`src/rtl/utf8tv_pkg.sv`:
```
// Shared types and constants for the UTF-8 text field validator.
// No dependencies; used by utf8tv_byte_dec and utf8_text_field_validator.
`timescale 1ns / 1ps

package utf8tv_pkg;

  localparam int unsigned ByteW   = 8;
  localparam int unsigned LenW    = 15;
  localparam int unsigned CountW  = 16;

  localparam logic [CountW-1:0] LengthLimit = 16'd32767;
  localparam logic [LenW-1:0]   MaxLengthReset = 15'd4096;
  localparam logic [CountW-1:0] CountMax = 16'hFFFF;

  localparam logic [ByteW-1:0] ByteTerm  = 8'h00;
  localparam logic [ByteW-1:0] ByteSpace = 8'h20;
  localparam logic [ByteW-1:0] ByteDel   = 8'h7F;
  localparam logic [ByteW-1:0] ContLo    = 8'h80;
  localparam logic [ByteW-1:0] ContHi    = 8'hBF;
  localparam logic [ByteW-1:0] Lead2Lo   = 8'hC2;
  localparam logic [ByteW-1:0] Lead2Hi   = 8'hDF;
  localparam logic [ByteW-1:0] Lead3Lo   = 8'hE0;
  localparam logic [ByteW-1:0] Lead3Hi   = 8'hEF;
  localparam logic [ByteW-1:0] LeadED    = 8'hED;
  localparam logic [ByteW-1:0] Lead4Lo   = 8'hF0;
  localparam logic [ByteW-1:0] Lead4Hi   = 8'hF4;
  localparam logic [ByteW-1:0] AfterE0Lo = 8'hA0;
  localparam logic [ByteW-1:0] AfterEDHi = 8'h9F;
  localparam logic [ByteW-1:0] AfterF0Lo = 8'h90;
  localparam logic [ByteW-1:0] AfterF4Hi = 8'h8F;

  typedef enum logic [2:0] {
    RULE_ANY = 3'd0,
    RULE_E0  = 3'd1,
    RULE_ED  = 3'd2,
    RULE_F0  = 3'd3,
    RULE_F4  = 3'd4
  } rule_e;

  typedef struct packed {
    logic [1:0] pending;
    rule_e      rule;
    logic       error;
    logic       visible;
  } seq_state_t;

endpackage

```
`src/rtl/utf8tv_byte_dec.sv`:
```
// Per-byte UTF-8 sequence decoder: next sequence state from current state and byte.
// Depends on utf8tv_pkg.
`timescale 1ns / 1ps

module utf8tv_byte_dec (
  input  utf8tv_pkg::seq_state_t         cur_i,
  input  logic [utf8tv_pkg::ByteW-1:0]   byte_i,
  output utf8tv_pkg::seq_state_t         nxt_o
);

  logic cont_ok;

  always_comb begin
    unique case (cur_i.rule)
      utf8tv_pkg::RULE_E0:
        cont_ok = (byte_i >= utf8tv_pkg::AfterE0Lo) && (byte_i <= utf8tv_pkg::ContHi);
      utf8tv_pkg::RULE_ED:
        cont_ok = (byte_i >= utf8tv_pkg::ContLo) && (byte_i <= utf8tv_pkg::AfterEDHi);
      utf8tv_pkg::RULE_F0:
        cont_ok = (byte_i >= utf8tv_pkg::AfterF0Lo) && (byte_i <= utf8tv_pkg::ContHi);
      utf8tv_pkg::RULE_F4:
        cont_ok = (byte_i >= utf8tv_pkg::ContLo) && (byte_i <= utf8tv_pkg::AfterF4Hi);
      default:
        cont_ok = (byte_i >= utf8tv_pkg::ContLo) && (byte_i <= utf8tv_pkg::ContHi);
    endcase
  end

  always_comb begin
    nxt_o = cur_i;
    if (byte_i != utf8tv_pkg::ByteSpace) begin
      nxt_o.visible = 1'b1;
    end
    if (cur_i.pending != 2'd0) begin
      nxt_o.rule = utf8tv_pkg::RULE_ANY;
      if (cont_ok) begin
        nxt_o.pending = cur_i.pending - 2'd1;
      end else begin
        nxt_o.error   = 1'b1;
        nxt_o.pending = 2'd0;
      end
    end else begin
      priority if (byte_i < utf8tv_pkg::ByteSpace || byte_i == utf8tv_pkg::ByteDel) begin
        nxt_o.error = 1'b1;
      end else if (byte_i < utf8tv_pkg::ContLo) begin
        nxt_o.pending = 2'd0;
      end else if (byte_i >= utf8tv_pkg::Lead2Lo && byte_i <= utf8tv_pkg::Lead2Hi) begin
        nxt_o.pending = 2'd1;
        nxt_o.rule    = utf8tv_pkg::RULE_ANY;
      end else if (byte_i >= utf8tv_pkg::Lead3Lo && byte_i <= utf8tv_pkg::Lead3Hi) begin
        nxt_o.pending = 2'd2;
        if (byte_i == utf8tv_pkg::Lead3Lo) begin
          nxt_o.rule = utf8tv_pkg::RULE_E0;
        end else if (byte_i == utf8tv_pkg::LeadED) begin
          nxt_o.rule = utf8tv_pkg::RULE_ED;
        end else begin
          nxt_o.rule = utf8tv_pkg::RULE_ANY;
        end
      end else if (byte_i >= utf8tv_pkg::Lead4Lo && byte_i <= utf8tv_pkg::Lead4Hi) begin
        nxt_o.pending = 2'd3;
        if (byte_i == utf8tv_pkg::Lead4Lo) begin
          nxt_o.rule = utf8tv_pkg::RULE_F0;
        end else if (byte_i == utf8tv_pkg::Lead4Hi) begin
          nxt_o.rule = utf8tv_pkg::RULE_F4;
        end else begin
          nxt_o.rule = utf8tv_pkg::RULE_ANY;
        end
      end else begin
        nxt_o.error = 1'b1;
      end
    end
  end

endmodule

```
`src/rtl/utf8_text_field_validator.sv`:
```
// Top level of the streaming UTF-8 text field validator.
// Depends on utf8tv_pkg and utf8tv_byte_dec.
//
// Channel | Direction | Handshake              | Payload
// --------+-----------+------------------------+------------------------------
// cfg     | in        | cfg_valid_i/cfg_ready_o| cfg_max_length_i[14:0]
// in      | in        | in_valid_i/in_ready_o  | text_byte_i[7:0]
// out     | out       | out_valid_o/out_ready_i| text_valid_o, text_length_o[14:0]
//
// One byte per cycle; a terminator's verdict appears in the result register
// the cycle after it is taken. A held result stalls input only when the next
// request cannot move it out (in_ready_o = !out_valid_o | out_ready_i).
// Reset clears the string state and loads max_length with 4096.
`timescale 1ns / 1ps

module utf8_text_field_validator (
  input  logic                                clk_i,
  input  logic                                rst_ni,
  input  logic                                cfg_valid_i,
  output logic                                cfg_ready_o,
  input  logic [utf8tv_pkg::LenW-1:0]         cfg_max_length_i,
  input  logic                                in_valid_i,
  output logic                                in_ready_o,
  input  logic [utf8tv_pkg::ByteW-1:0]        text_byte_i,
  output logic                                out_valid_o,
  input  logic                                out_ready_i,
  output logic                                text_valid_o,
  output logic [utf8tv_pkg::LenW-1:0]         text_length_o
);

  utf8tv_pkg::seq_state_t              seq_q, seq_d, seq_dec;
  logic [utf8tv_pkg::CountW-1:0]       count_q, count_d, limit;
  logic [utf8tv_pkg::LenW-1:0]         max_len_q;
  logic                                out_valid_q, out_valid_d;
  logic                                text_valid_q, text_valid_d;
  logic [utf8tv_pkg::LenW-1:0]         text_length_q, text_length_d;
  logic                                in_fire, is_term, ok;

  utf8tv_byte_dec u_dec (
    .cur_i  (seq_q),
    .byte_i (text_byte_i),
    .nxt_o  (seq_dec)
  );

  assign cfg_ready_o = 1'b1;
  assign in_ready_o  = !out_valid_q || out_ready_i;
  assign in_fire     = in_valid_i && in_ready_o;
  assign is_term     = (text_byte_i == utf8tv_pkg::ByteTerm);

  assign limit = ({1'b0, max_len_q} > utf8tv_pkg::LengthLimit) ?
                 utf8tv_pkg::LengthLimit : {1'b0, max_len_q};

  assign ok = (count_q != '0) && (count_q <= limit) && !seq_q.error &&
              (seq_q.pending == 2'd0) && seq_q.visible;

  always_comb begin
    seq_d         = seq_q;
    count_d       = count_q;
    out_valid_d   = out_valid_q && !out_ready_i;
    text_valid_d  = text_valid_q;
    text_length_d = text_length_q;
    if (in_fire) begin
      if (is_term) begin
        seq_d         = '0;
        count_d       = '0;
        out_valid_d   = 1'b1;
        text_valid_d  = ok;
        text_length_d = ok ? count_q[utf8tv_pkg::LenW-1:0] : '0;
      end else begin
        seq_d = seq_dec;
        if (count_q != utf8tv_pkg::CountMax) begin
          count_d = count_q + 16'd1;
        end
      end
    end
  end

  always_ff @(posedge clk_i or negedge rst_ni) begin
    if (!rst_ni) begin
      seq_q       <= '0;
      count_q     <= '0;
      out_valid_q <= 1'b0;
      max_len_q   <= utf8tv_pkg::MaxLengthReset;
    end else begin
      seq_q       <= seq_d;
      count_q     <= count_d;
      out_valid_q <= out_valid_d;
      if (cfg_valid_i) begin
        max_len_q <= cfg_max_length_i;
      end
    end
  end

  always_ff @(posedge clk_i) begin
    text_valid_q  <= text_valid_d;
    text_length_q <= text_length_d;
  end

  assign out_valid_o   = out_valid_q;
  assign text_valid_o  = text_valid_q;
  assign text_length_o = text_length_q;

  a_term_gives_result: assert property (@(posedge clk_i) disable iff (!rst_ni)
    (in_fire && is_term) |=> (out_valid_o && count_q == '0 && seq_q.pending == 2'd0))
    else $error("terminator did not produce a result and clear the string");

  a_invalid_zero_len: assert property (@(posedge clk_i) disable iff (!rst_ni)
    (out_valid_o && !text_valid_o) |-> (text_length_o == '0))
    else $error("invalid verdict carries a nonzero length");

  a_valid_len_in_range: assert property (@(posedge clk_i) disable iff (!rst_ni)
    (in_fire && is_term) |=> (!text_valid_o ||
      (text_length_o != '0 && {1'b0, text_length_o} <= $past(limit))))
    else $error("valid verdict with length outside the limit");

  a_no_drop: assert property (@(posedge clk_i) disable iff (!rst_ni)
    (out_valid_o && !out_ready_i) |-> !in_ready_o)
    else $error("input accepted while a stalled result would be overwritten");

endmodule
```
`config.mk`:
```
export PLATFORM = sky130hd
export DESIGN_NAME = utf8_text_field_validator
export DESIGN_NICKNAME = d
export VERILOG_FILES = /design/src/rtl/utf8tv_pkg.sv /design/src/rtl/utf8tv_byte_dec.sv /design/src/rtl/utf8_text_field_validator.sv
export SDC_FILE = /design/constraint.sdc
export NUM_CORES = 1
export LEC_CHECK = 0
export BUFFER_PORTS_ARGS = -buffer_cell sky130_fd_sc_hd__buf_2
export CORE_ASPECT_RATIO = 0.5
export CORE_MARGIN = 2
export CORE_UTILIZATION = 61
export CTS_CLUSTER_SIZE = 10
export DETAILED_ROUTE_END_ITERATION = 16
export PLACE_DENSITY = 0.85
export RECOVER_POWER = 25
export SLEW_MARGIN = 20
export SYNTH_ARGS = -nofsm -noshare
export SYNTH_HDL_FRONTEND = slang
export SYNTH_SLANG_ARGS = --single-unit
export TNS_END_PERCENT = 5
```
`constraint.sdc`:
```
create_clock -name clk_i -period 4.3 [get_ports clk_i]
set_clock_uncertainty 0.05 [all_clocks]
set_input_delay 0.43 -clock clk_i [delete_from_list [all_inputs] [get_ports clk_i]]
set_output_delay 0.43 -clock clk_i [all_outputs]
set_load 0.02 [all_outputs]
```
==> results of run 1 <==
==> flip-flops by register name, summed over array words and instances, names as in the netlist <==
name,count
out_valid_o,1
count_q,16
seq_q,7
max_len_q,15
text_valid_o,1
text_length_o,15
==> path summary, 6_finish.rpt <==
| check | cells past startpoint | from | slack [ns] | to |
|---|---|---|---|---|
| min reg2reg | 1 | max_len_q[0] | 0.48 | max_len_q[0] |
| max reg2reg | 8 | max_len_q[12] | 1.49 | text_length_o[3] |
| max | 8 | max_len_q[12] | 1.49 | text_length_o[3] |
| max in group asynchronous | 1 | rst_ni | 2.31 | count_q[4] |
| min | 3 | cfg_max_length_i[9] | 0.28 | max_len_q[9] |
| min in group asynchronous | 1 | rst_ni | 0.68 | seq_q[4] |
==> cells by family (layout without fill, tap and decap cells) <==
logic type	Yosys count	in the layout	share of synthesized area [%]
AND/OR/NAND/NOR	121	121	21.2
AO/OA/AOI/OAI	59	59	12.3
flip-flops	55	55	49.5
buffers and inverters	33	77	4.89
adder cells (fa/ha/maj)	18	18	7.65
XOR/XNOR	12	12	3.57
multiplexers	2	2	0.723
other	1	1	0.127
==> layout by cell type, fill, tap and decap left out, types with 2 or more instances in the layout <==
master     Yosys  routed
or3_1          4       4
xor2_1         5       5
xnor2_1        7       7
inv_1         23      23
nand4_1        6       6
o2111ai_1      2       2
a31oi_1        3       3
dfrtp_1       38      38
and2_1        16      16
clkbuf_8       0       5
and4_1         2       2
o21ai_0       26      26
buf_2          1      43
nor4_1         4       4
a21oi_1       12      12
a22o_1         3       3
and3_1         4       4
nand3_1       12      12
nor2_1        25      24
a21o_1         3       3
ha_1          18      18
clkbuf_1       5       2
edfxtp_1      16      16
nand3b_1       2       2
nor3_1        10      10
o211ai_1       4       4
nand2_1       28      28
==> cell type report <==
class	count	area, sq um	share of cell area, %
flip-flops and latches	55	1460	44.0
multi-input cells	213	1340	40.5
repair buffers	46	230	6.94
inverters	23	86.3	2.60
well taps	66	82.6	2.49
clock buffers	5	68.8	2.08
clock inverters	3	46.3	1.40
==> power groups by stage <==
stage / clock network, mW / registers (mW) / logic, mW
global route: 0.380 / 0.643 / 0.285
detailed placement: 0 / 0.645 / 0.245
CTS: 0.355 / 0.634 / 0.248
global placement: 0 / 0.643 / 0.225
floorplan: 0 / 0.626 / 0.177
finish: 0.352 / 0.636 / 0.246
==> routing by layer <==
metal	track usage, %	vias to the layer above	routed length, um
met3	6.61	14	503
met2	41.2	92	2850
li1	-	1142	-
met1	31.4	1104	2540
met4	5.78	0	87
met5	0	-	0
==> worst register-to-register path, stage by stage, from the launching register on <==
cell       delay (ns)
dfstp_2          0.53
inv_1            0.05
ha_1             0.28
nand4b_1         0.13
nor2_1           0.09
a221oi_1         0.33
o2111ai_1        0.18
a21oi_1          0.80
and2_1           0.25
==> stage by stage <==
step	total power, mW	worst slack, ns	hold slack [ns]
2_1_floorplan	0.804	1.72	0.0844
3_3_place_gp	0.868	1.73	0.438
3_5_place_dp	0.890	1.55	0.454
4_1_cts	1.24	1.50	0.216
5_1_grt	1.31	1.28	0.264
6_report	1.23	1.49	0.275
==> results.sh, run 1 <==
export IMPL_cts_max_level=2
export IMPL_hold_buffers=0
export IMPL_synth_seq_cells=55
export IMPL_synth_top_cell_area_share_pct=32.3
export IMPL_post_dp_cell_area_sq_um=3200
export IMPL_ios=47
export IMPL_dieArea_sq_um=5430
export IMPL_chipHeight_um=53.1
export IMPL_combPwrFrac_pct=20.0
export IMPL_hold_viol=0
export IMPL_ys_top_cells_by_area="dfrtp_1 32%, edfxtp_1 16%, ha_1 7.7%"
export IMPL_ant_nets=0
export IMPL_cts_tree="built"
export IMPL_cts_resized=0
export IMPL_drive_gt1_share_pct=17.4
export IMPL_syn_to_final_growth_pct=12.7
export IMPL_swShare_pct=30.3
export IMPL_crit_buf_inv=1
export IMPL_power_leakage_nw=1.55
export IMPL_worst_ir_drop_vdd_mv=0.201
export IMPL_synth_most_common_cell="dfrtp_1"
export IMPL_path_cells="inv_1 > ha_1 > nand4b_1 > nor2_1 > a221oi_1 > o2111ai_1 > a21oi_1 > and2_1"
export IMPL_crit_path_max_incr_delay_ns=0.79
export IMPL_intPower_mw=0.859
export IMPL_period_minus_slack_ns=2.81
export IMPL_fmax_ghz=0.356
export IMPL_layoutNonFillerInstCount=411
export IMPL_grt_max_degree=40
export IMPL_cp_start_kind="register"
export IMPL_seqPwrFrac_pct=51.5
export IMPL_yosys_warnings=0
export IMPL_clockBufferDepth=2
export IMPL_avgSynthCellArea_sq_um=9.78
export IMPL_power_switching_mw=0.374
export IMPL_dpl_cell_count=403
export IMPL_antenna_cells=0
export IMPL_insertion_delay_ns=0.31
export IMPL_syn_cell_area_sq_um=2940
export IMPL_root_buffer="clkbuf_8"
export IMPL_cts_buffers=5
export IMPL_cp_required_ns=4.43
export IMPL_num_fill_cells=319
export IMPL_core_sq_um=4510
export IMPL_grt_pass1_vias=2072
export IMPL_wl_um=5990
export IMPL_grtUsageTotal_pct=24.3
export IMPL_crit_slowest_cell="a21oi_1"
export IMPL_num_rows=17
export IMPL_synth_top_area_cell="dfrtp_1"
export IMPL_violations="capacitance limit, slew limit"
export IMPL_synth_nets=347
export IMPL_post_route_util_pct=73.5
export IMPL_hold_path_class="input pin to register"
export IMPL_powerDensity_nw_per_um2=372
export IMPL_period_share_pct=65.4
export IMPL_avgRoutedWirePerCell_um=14.6
export IMPL_drv_slew=40
export IMPL_routabilityCongestion=1.01
export IMPL_fp_dieW_um=102
export IMPL_grt_pass1_wl_um=9830
export IMPL_start_util_pct=65.3
export IMPL_synth_cell_type_count=47
export IMPL_cts_setup_buffers=0
export IMPL_slew_headroom_pct=-41.5
export IMPL_critPathKind="register to register"
export IMPL_dominantRegCellSynth="dfrtp_1"
export IMPL_dpl_hpwl_um=4440
export IMPL_setup_viol=0
export IMPL_crit_arrival_ns=2.94
export IMPL_clockPowerShare_pct=28.5
export IMPL_clock_sinks=55
export IMPL_drt_iter0_markers=184
export IMPL_drc=0
export IMPL_synthArstFlopShare_pct=70.9
export IMPL_cp_end_kind="register"
export IMPL_dr_pass1_iters=5
export IMPL_antenna_found_initial=0
export IMPL_rsz0062_at_grt="no"
export IMPL_overflow=0
export IMPL_clk_pin_slew_ns=0.10
export IMPL_synth_seq_area_share_pct=49.5
export IMPL_cp_top_family="compound AO/OA/AOI/OAI gates"
export IMPL_status="finished with violations"
export IMPL_port_buffers=45
export IMPL_worst_pin_slew_ns=2.12
export IMPL_num_vias=2352
export IMPL_crit_fanout=16
export IMPL_synthCells=301
export IMPL_drv_cap=1
export IMPL_layout_nets=390
export IMPL_setup_tns_final_ns=0
export IMPL_vias_per_cell=5.72
export IMPL_synth_top_cells_by_count="38 x dfrtp_1, 28 x nand2_1, 26 x o21ai_0"
export IMPL_synth_edf_count=16
export IMPL_finalInstanceArea_sq_um=3320
(Power assumes the default switching activity.)
==> run 2, diff against run 1 <==
--- a/config.mk
+++ b/config.mk
@@ -8,10 +8,10 @@
 export BUFFER_PORTS_ARGS = -buffer_cell sky130_fd_sc_hd__buf_2
 export CORE_ASPECT_RATIO = 0.5
 export CORE_MARGIN = 2
-export CORE_UTILIZATION = 61
+export CORE_UTILIZATION = 51
 export CTS_CLUSTER_SIZE = 10
 export DETAILED_ROUTE_END_ITERATION = 16
-export PLACE_DENSITY = 0.85
+export PLACE_DENSITY = 0.76
 export RECOVER_POWER = 25
 export SLEW_MARGIN = 20
 export SYNTH_ARGS = -nofsm -noshare
==> constraint.sdc (replaced) <==
create_clock -name clk_i -period 2.44 [get_ports clk_i]
set_clock_uncertainty 0.05 [all_clocks]
set_input_delay 0.244 -clock clk_i [delete_from_list [all_inputs] [get_ports clk_i]]
set_output_delay 0.244 -clock clk_i [all_outputs]
set_load 0.02 [all_outputs]
==> results.sh, run 2 (synthesized netlist as in run 1, its figures left out) <==
export IMPL_syn_to_final_growth_pct=17.1
export IMPL_vias_per_cell=5.54
export IMPL_drive_gt1_share_pct=19.3
export IMPL_avgRoutedWirePerCell_um=14.6
export IMPL_intPower_mw=1.69
export IMPL_layout_common_cells="44 x buf_2, 38 x dfrtp_1, 28 x nand2_1"
export IMPL_seqPwrFrac_pct=47.3
export IMPL_setup_tns_final_ns=0
export IMPL_dieArea_sq_um=6430
export IMPL_hold_buffers=0
export IMPL_grt_pass1_vias=2269
export IMPL_path_cells="inv_1 > ha_1 > nand4b_1 > nor2_1 > a221oi_1 > o2111ai_1 > a21oi_1 > buf_4 > and2_1"
export IMPL_dr_pass1_iters=4
export IMPL_worst_pin_slew_ns=2.08
export IMPL_drv_slew=40
export IMPL_antenna_cells=0
export IMPL_finalInstanceArea_sq_um=3450
export IMPL_setup_viol=0
export IMPL_core_sq_um=5520
export IMPL_routabilityCongestion=0.826
export IMPL_drc=0
export IMPL_combPwrFrac_pct=18.1
export IMPL_clockBufferDepth=2
export IMPL_ios=47
export IMPL_clockPowerShare_pct=34.5
export IMPL_cp_start_kind="register"
export IMPL_hold_ws_ns=0.102
export IMPL_cts_max_level=2
export IMPL_grtUsageTotal_pct=20.5
export IMPL_crit_fanout=16
export IMPL_insertion_delay_ns=0.29
export IMPL_cts_buffers=5
export IMPL_violations="capacitance limit, slew limit"
export IMPL_start_util_pct=53.4
export IMPL_cp_end_kind="register"
export IMPL_crit_slowest_cell="dfstp_2"
export IMPL_critPathKind="register to register"
export IMPL_fmax_ghz=0.441
export IMPL_fp_dieW_um=111
export IMPL_grt_pass1_wl_um=10600
export IMPL_num_rows=19
export IMPL_post_dp_cell_area_sq_um=3280
export IMPL_drv_cap=1
export IMPL_cp_required_ns=2.55
export IMPL_root_buffer="clkbuf_16"
export IMPL_powerDensity_nw_per_um2=689
export IMPL_chipHeight_um=57.7
export IMPL_drt_iter0_markers=110
export IMPL_clk_pin_slew_ns=0.07
export IMPL_cts_resized=0
export IMPL_largest_register_ffs=16
export IMPL_layout_nets=397
export IMPL_cts_setup_buffers=0
export IMPL_period_share_pct=93.0
export IMPL_swShare_pct=28.7
export IMPL_rsz0062_at_grt="no"
export IMPL_slew_headroom_pct=-38.4
export IMPL_antenna_found_initial=0
export IMPL_status="finished with violations"
export IMPL_grt_max_degree=40
export IMPL_wl_um=6220
export IMPL_hold_path_depth=3
export IMPL_crit_path_max_incr_delay_ns=0.52
export IMPL_final_common_cell="buf_2"
export IMPL_hold_path_class="input pin to register"
export IMPL_cts_tree="built"
export IMPL_worst_ir_drop_vdd_mv=0.336
export IMPL_finalWorstSetupSlack_ns=0.170
export IMPL_crit_arrival_ns=2.38
export IMPL_num_vias=2355
export IMPL_worstRegToRegCells=9
export IMPL_overflow=0
export IMPL_hold_viol=0
export IMPL_dpl_worst_slack_ns=0.0691
export IMPL_power_switching_mw=0.681
export IMPL_power_leakage_nw=1.63
export IMPL_clock_sinks=55
export IMPL_largest_register="count_q"
export IMPL_ant_nets=0
export IMPL_port_buffers=45
export IMPL_period_minus_slack_ns=2.27
export IMPL_dpl_hpwl_um=4610
[run 2: final timing paths]
kind | start | endpoint | slack [ns]
max in group asynchronous | rst_ni | max_len_q[5] | 0.66
worst min-delay path | cfg_max_length_i[13] | max_len_q[13] | 0.10
worst max register to register | max_len_q[12] | text_length_o[4] | 0.17
worst min register to register | seq_q[0] | seq_q[0] | 0.45
worst max-delay path | max_len_q[12] | text_length_o[4] | 0.17
min in group asynchronous | rst_ni | seq_q[3] | 0.50
[run 2: through the flow]
stage / utilization, % / power, mW / std cells
4_1_cts: 62.5 / 2.38 / 425
5_1_grt: 62.5 / 2.51 / 425
3_3_place_gp: 59.4 / 1.54 / 417
3_5_place_dp: 59.4 / 1.56 / 417
2_1_floorplan: - / 1.42 / 301
6_report: 62.5 / 2.37 / 425
[run 2: power groups by stage]
stage | registers (mW) | logic (mW) | clock network [mW]
6_report | 1.12 | 0.430 | 0.820
5_1_grt | 1.14 | 0.499 | 0.874
4_1_cts | 1.12 | 0.431 | 0.822
3_5_place_dp | 1.14 | 0.425 | 0
3_3_place_gp | 1.14 | 0.398 | 0
2_1_floorplan | 1.10 | 0.313 | 0
[run 2: metal layers]
layer / vias to the layer above / GRT usage (%) / share of wire, %
met2: 60 / 35.0 / 47
met1: 1131 / 28.2 / 48
met4: 0 / 4.41 / 0.71
met5: - / 0 / 0
li1: 1158 / - / -
met3: 6 / 3.87 / 4.4
[run 2: final cells by class]
type | instances | area, sq um
fill | 456 | 2070
sequential | 55 | 1460
multi-input combinational | 213 | 1340
timing repair buffer | 53 | 297
clock buffer | 5 | 125
tap | 73 | 91.3
inverter | 23 | 86.3
clock inverter | 3 | 46.3
[run 2: worst max-delay path: cells and delay by family, from the launching register on]
family | cells | cell delay (ns)
DFF | 1 | 0.52
AOI/OAI and AO/OA | 3 | 0.67
adders and majority gates | 1 | 0.27
and+or+nand+nor | 3 | 0.38
buffers and inverters | 2 | 0.26
==> run 3, diff against run 2 <==
--- a/config.mk
+++ b/config.mk
@@ -6,12 +6,14 @@
 export NUM_CORES = 1
 export LEC_CHECK = 0
 export BUFFER_PORTS_ARGS = -buffer_cell sky130_fd_sc_hd__buf_2
+export CELL_PAD_IN_SITES_DETAIL_PLACEMENT = 2
+export CELL_PAD_IN_SITES_GLOBAL_PLACEMENT = 2
 export CORE_ASPECT_RATIO = 0.5
 export CORE_MARGIN = 2
-export CORE_UTILIZATION = 51
+export CORE_UTILIZATION = 32
 export CTS_CLUSTER_SIZE = 10
 export DETAILED_ROUTE_END_ITERATION = 16
-export PLACE_DENSITY = 0.76
+export PLACE_DENSITY_LB_ADDON = 0.1
 export RECOVER_POWER = 25
 export SLEW_MARGIN = 20
 export SYNTH_ARGS = -nofsm -noshare
==> results.sh, run 3 (synthesized netlist as in run 1, its figures left out) <==
export IMPL_root_buffer="clkbuf_16"
export IMPL_hold_path_class="input pin to register"
export IMPL_start_util_pct=33.3
export IMPL_hold_buffers=0
export IMPL_cp_end_kind="register"
export IMPL_clk_pin_slew_ns=0.07
export IMPL_ios=47
export IMPL_clockBufferDepth=2
export IMPL_crit_fanout=16
export IMPL_dpl_worst_slack_ns=0.155
export IMPL_final_common_cell="buf_2"
export IMPL_slew_headroom_pct=-50.4
export IMPL_seqPwrFrac_pct=49.6
export IMPL_port_buffers=45
export IMPL_cts_max_level=2
export IMPL_fmax_ghz=0.435
export IMPL_post_route_util_pct=39.2
export IMPL_fp_dieW_um=140
export IMPL_dieArea_sq_um=10000
export IMPL_combPwrFrac_pct=19.8
export IMPL_largest_register="count_q"
export IMPL_avgRoutedWirePerCell_um=18.6
export IMPL_grt_pass1_wl_um=14200
export IMPL_post_dp_cell_area_sq_um=3320
export IMPL_grt_pass1_vias=2663
export IMPL_dpl_hpwl_um=6510
export IMPL_cts_setup_buffers=0
export IMPL_drv_cap=1
export IMPL_setup_tns_final_ns=0
export IMPL_crit_arrival_ns=2.41
export IMPL_vias_per_cell=5.15
export IMPL_critPathKind="register to register"
export IMPL_grt_max_degree=40
export IMPL_clockPowerShare_pct=30.6
export IMPL_status="finished with violations"
export IMPL_chipHeight_um=71.8
export IMPL_num_rows=24
export IMPL_core_sq_um=8830
export IMPL_syn_to_final_growth_pct=17.5
export IMPL_finalInstanceArea_sq_um=3460
export IMPL_cts_buffers=5
export IMPL_cp_required_ns=2.55
export IMPL_largest_register_ffs=16
export IMPL_drv_slew=40
export IMPL_routabilityCongestion=0.817
export IMPL_antenna_cells=0
export IMPL_power_leakage_nw=1.60
export IMPL_finalWorstSetupSlack_ns=0.140
export IMPL_hold_path_depth=3
export IMPL_powerDensity_nw_per_um2=665
export IMPL_power_switching_mw=0.710
export IMPL_cts_tree="built"
export IMPL_drive_gt1_share_pct=18.3
export IMPL_grtUsageTotal_pct=18.6
export IMPL_drc=0
export IMPL_worst_ir_drop_vdd_mv=0.260
export IMPL_drt_iter0_markers=99
export IMPL_intPower_mw=1.59
export IMPL_clock_sinks=55
export IMPL_overflow=0
export IMPL_cts_resized=1
export IMPL_violations="capacitance limit, slew limit"
export IMPL_swShare_pct=30.9
export IMPL_antenna_found_initial=0
export IMPL_insertion_delay_ns=0.30
export IMPL_setup_viol=0
export IMPL_cp_start_kind="register"
export IMPL_hold_viol=0
export IMPL_period_share_pct=94.3
export IMPL_period_minus_slack_ns=2.30
export IMPL_worstRegToRegCells=9
export IMPL_layout_common_cells="43 x buf_2, 38 x dfrtp_1, 28 x nand2_1"
export IMPL_dr_pass1_iters=4
export IMPL_wl_um=8670
export IMPL_power_total_mw=2.30
export IMPL_rsz0062_at_grt="no"
export IMPL_ant_nets=0
export IMPL_layout_nets=395
export IMPL_worst_pin_slew_ns=2.26
export IMPL_num_vias=2404
[run 3: cell types whose count changed in the layout (fill, tap and decap cells not counted), sizes merged]
cell and delta:
clkinvlp -1, clkinv +1, buf -3, clkbuf +3, bufinv -1, inv -1
[run 3: layout make-up]
type / count / area [sq um]
fillers: 973 / 5370
flip-flops and latches: 55 / 1460
multi-input cells: 213 / 1350
repair buffers: 51 / 280
well taps: 117 / 146
clock buffers: 7 / 133
inverters: 23 / 86.3
clock inverters: 1 / 5.00
[run 3: worst max-delay path: stages, from the launching register on]
cell and delay, ns:
dfstp_2 0.52, inv_1 0.06, ha_1 0.27, nand4b_1 0.11
nor2_1 0.08, a221oi_2 0.32, o2111ai_1 0.20, a21oi_1 0.18
buf_4 0.20, and2_1 0.17
[run 3: through the flow]
| stage | std cells | hold WS (ns) |
|---|---|---|
| 6_report | 467 | 0.107 |
| 5_1_grt | 467 | 0.131 |
| 4_1_cts | 467 | 0.0609 |
| 3_5_place_dp | 459 | 0.389 |
| 3_3_place_gp | 459 | 0.369 |
| 2_1_floorplan | 301 | -0.102 |
[run 3: power by group through the flow]
stage,combinational [mW],clock [mW],sequential (mW)
after floorplan,0.313,0,1.10
after global placement,0.418,0,1.15
after detailed placement,0.456,0,1.16
after CTS,0.465,0.732,1.14
after global routing,0.529,0.765,1.16
final,0.455,0.703,1.14
[run 3: final timing paths]
kind / start / to / slack, ns
worst max-delay path: max_len_q[12] / text_length_o[6] / 0.14
worst min-delay path: cfg_max_length_i[10] / max_len_q[10] / 0.11
worst max register to register: max_len_q[12] / text_length_o[6] / 0.14
worst min register to register: seq_q[0] / seq_q[0] / 0.48
max in group asynchronous: rst_ni / count_q[5] / 0.49
min in group asynchronous: rst_ni / max_len_q[11] / 0.56
[run 3: per-layer routing]
| layer | wire, um | global-route usage [%] |
|---|---|---|
| met2 | 3990 | 30.5 |
| met1 | 4280 | 25.7 |
| met4 | 104 | 5.33 |
| met5 | 0 | 0 |
| met3 | 296 | 3.48 |
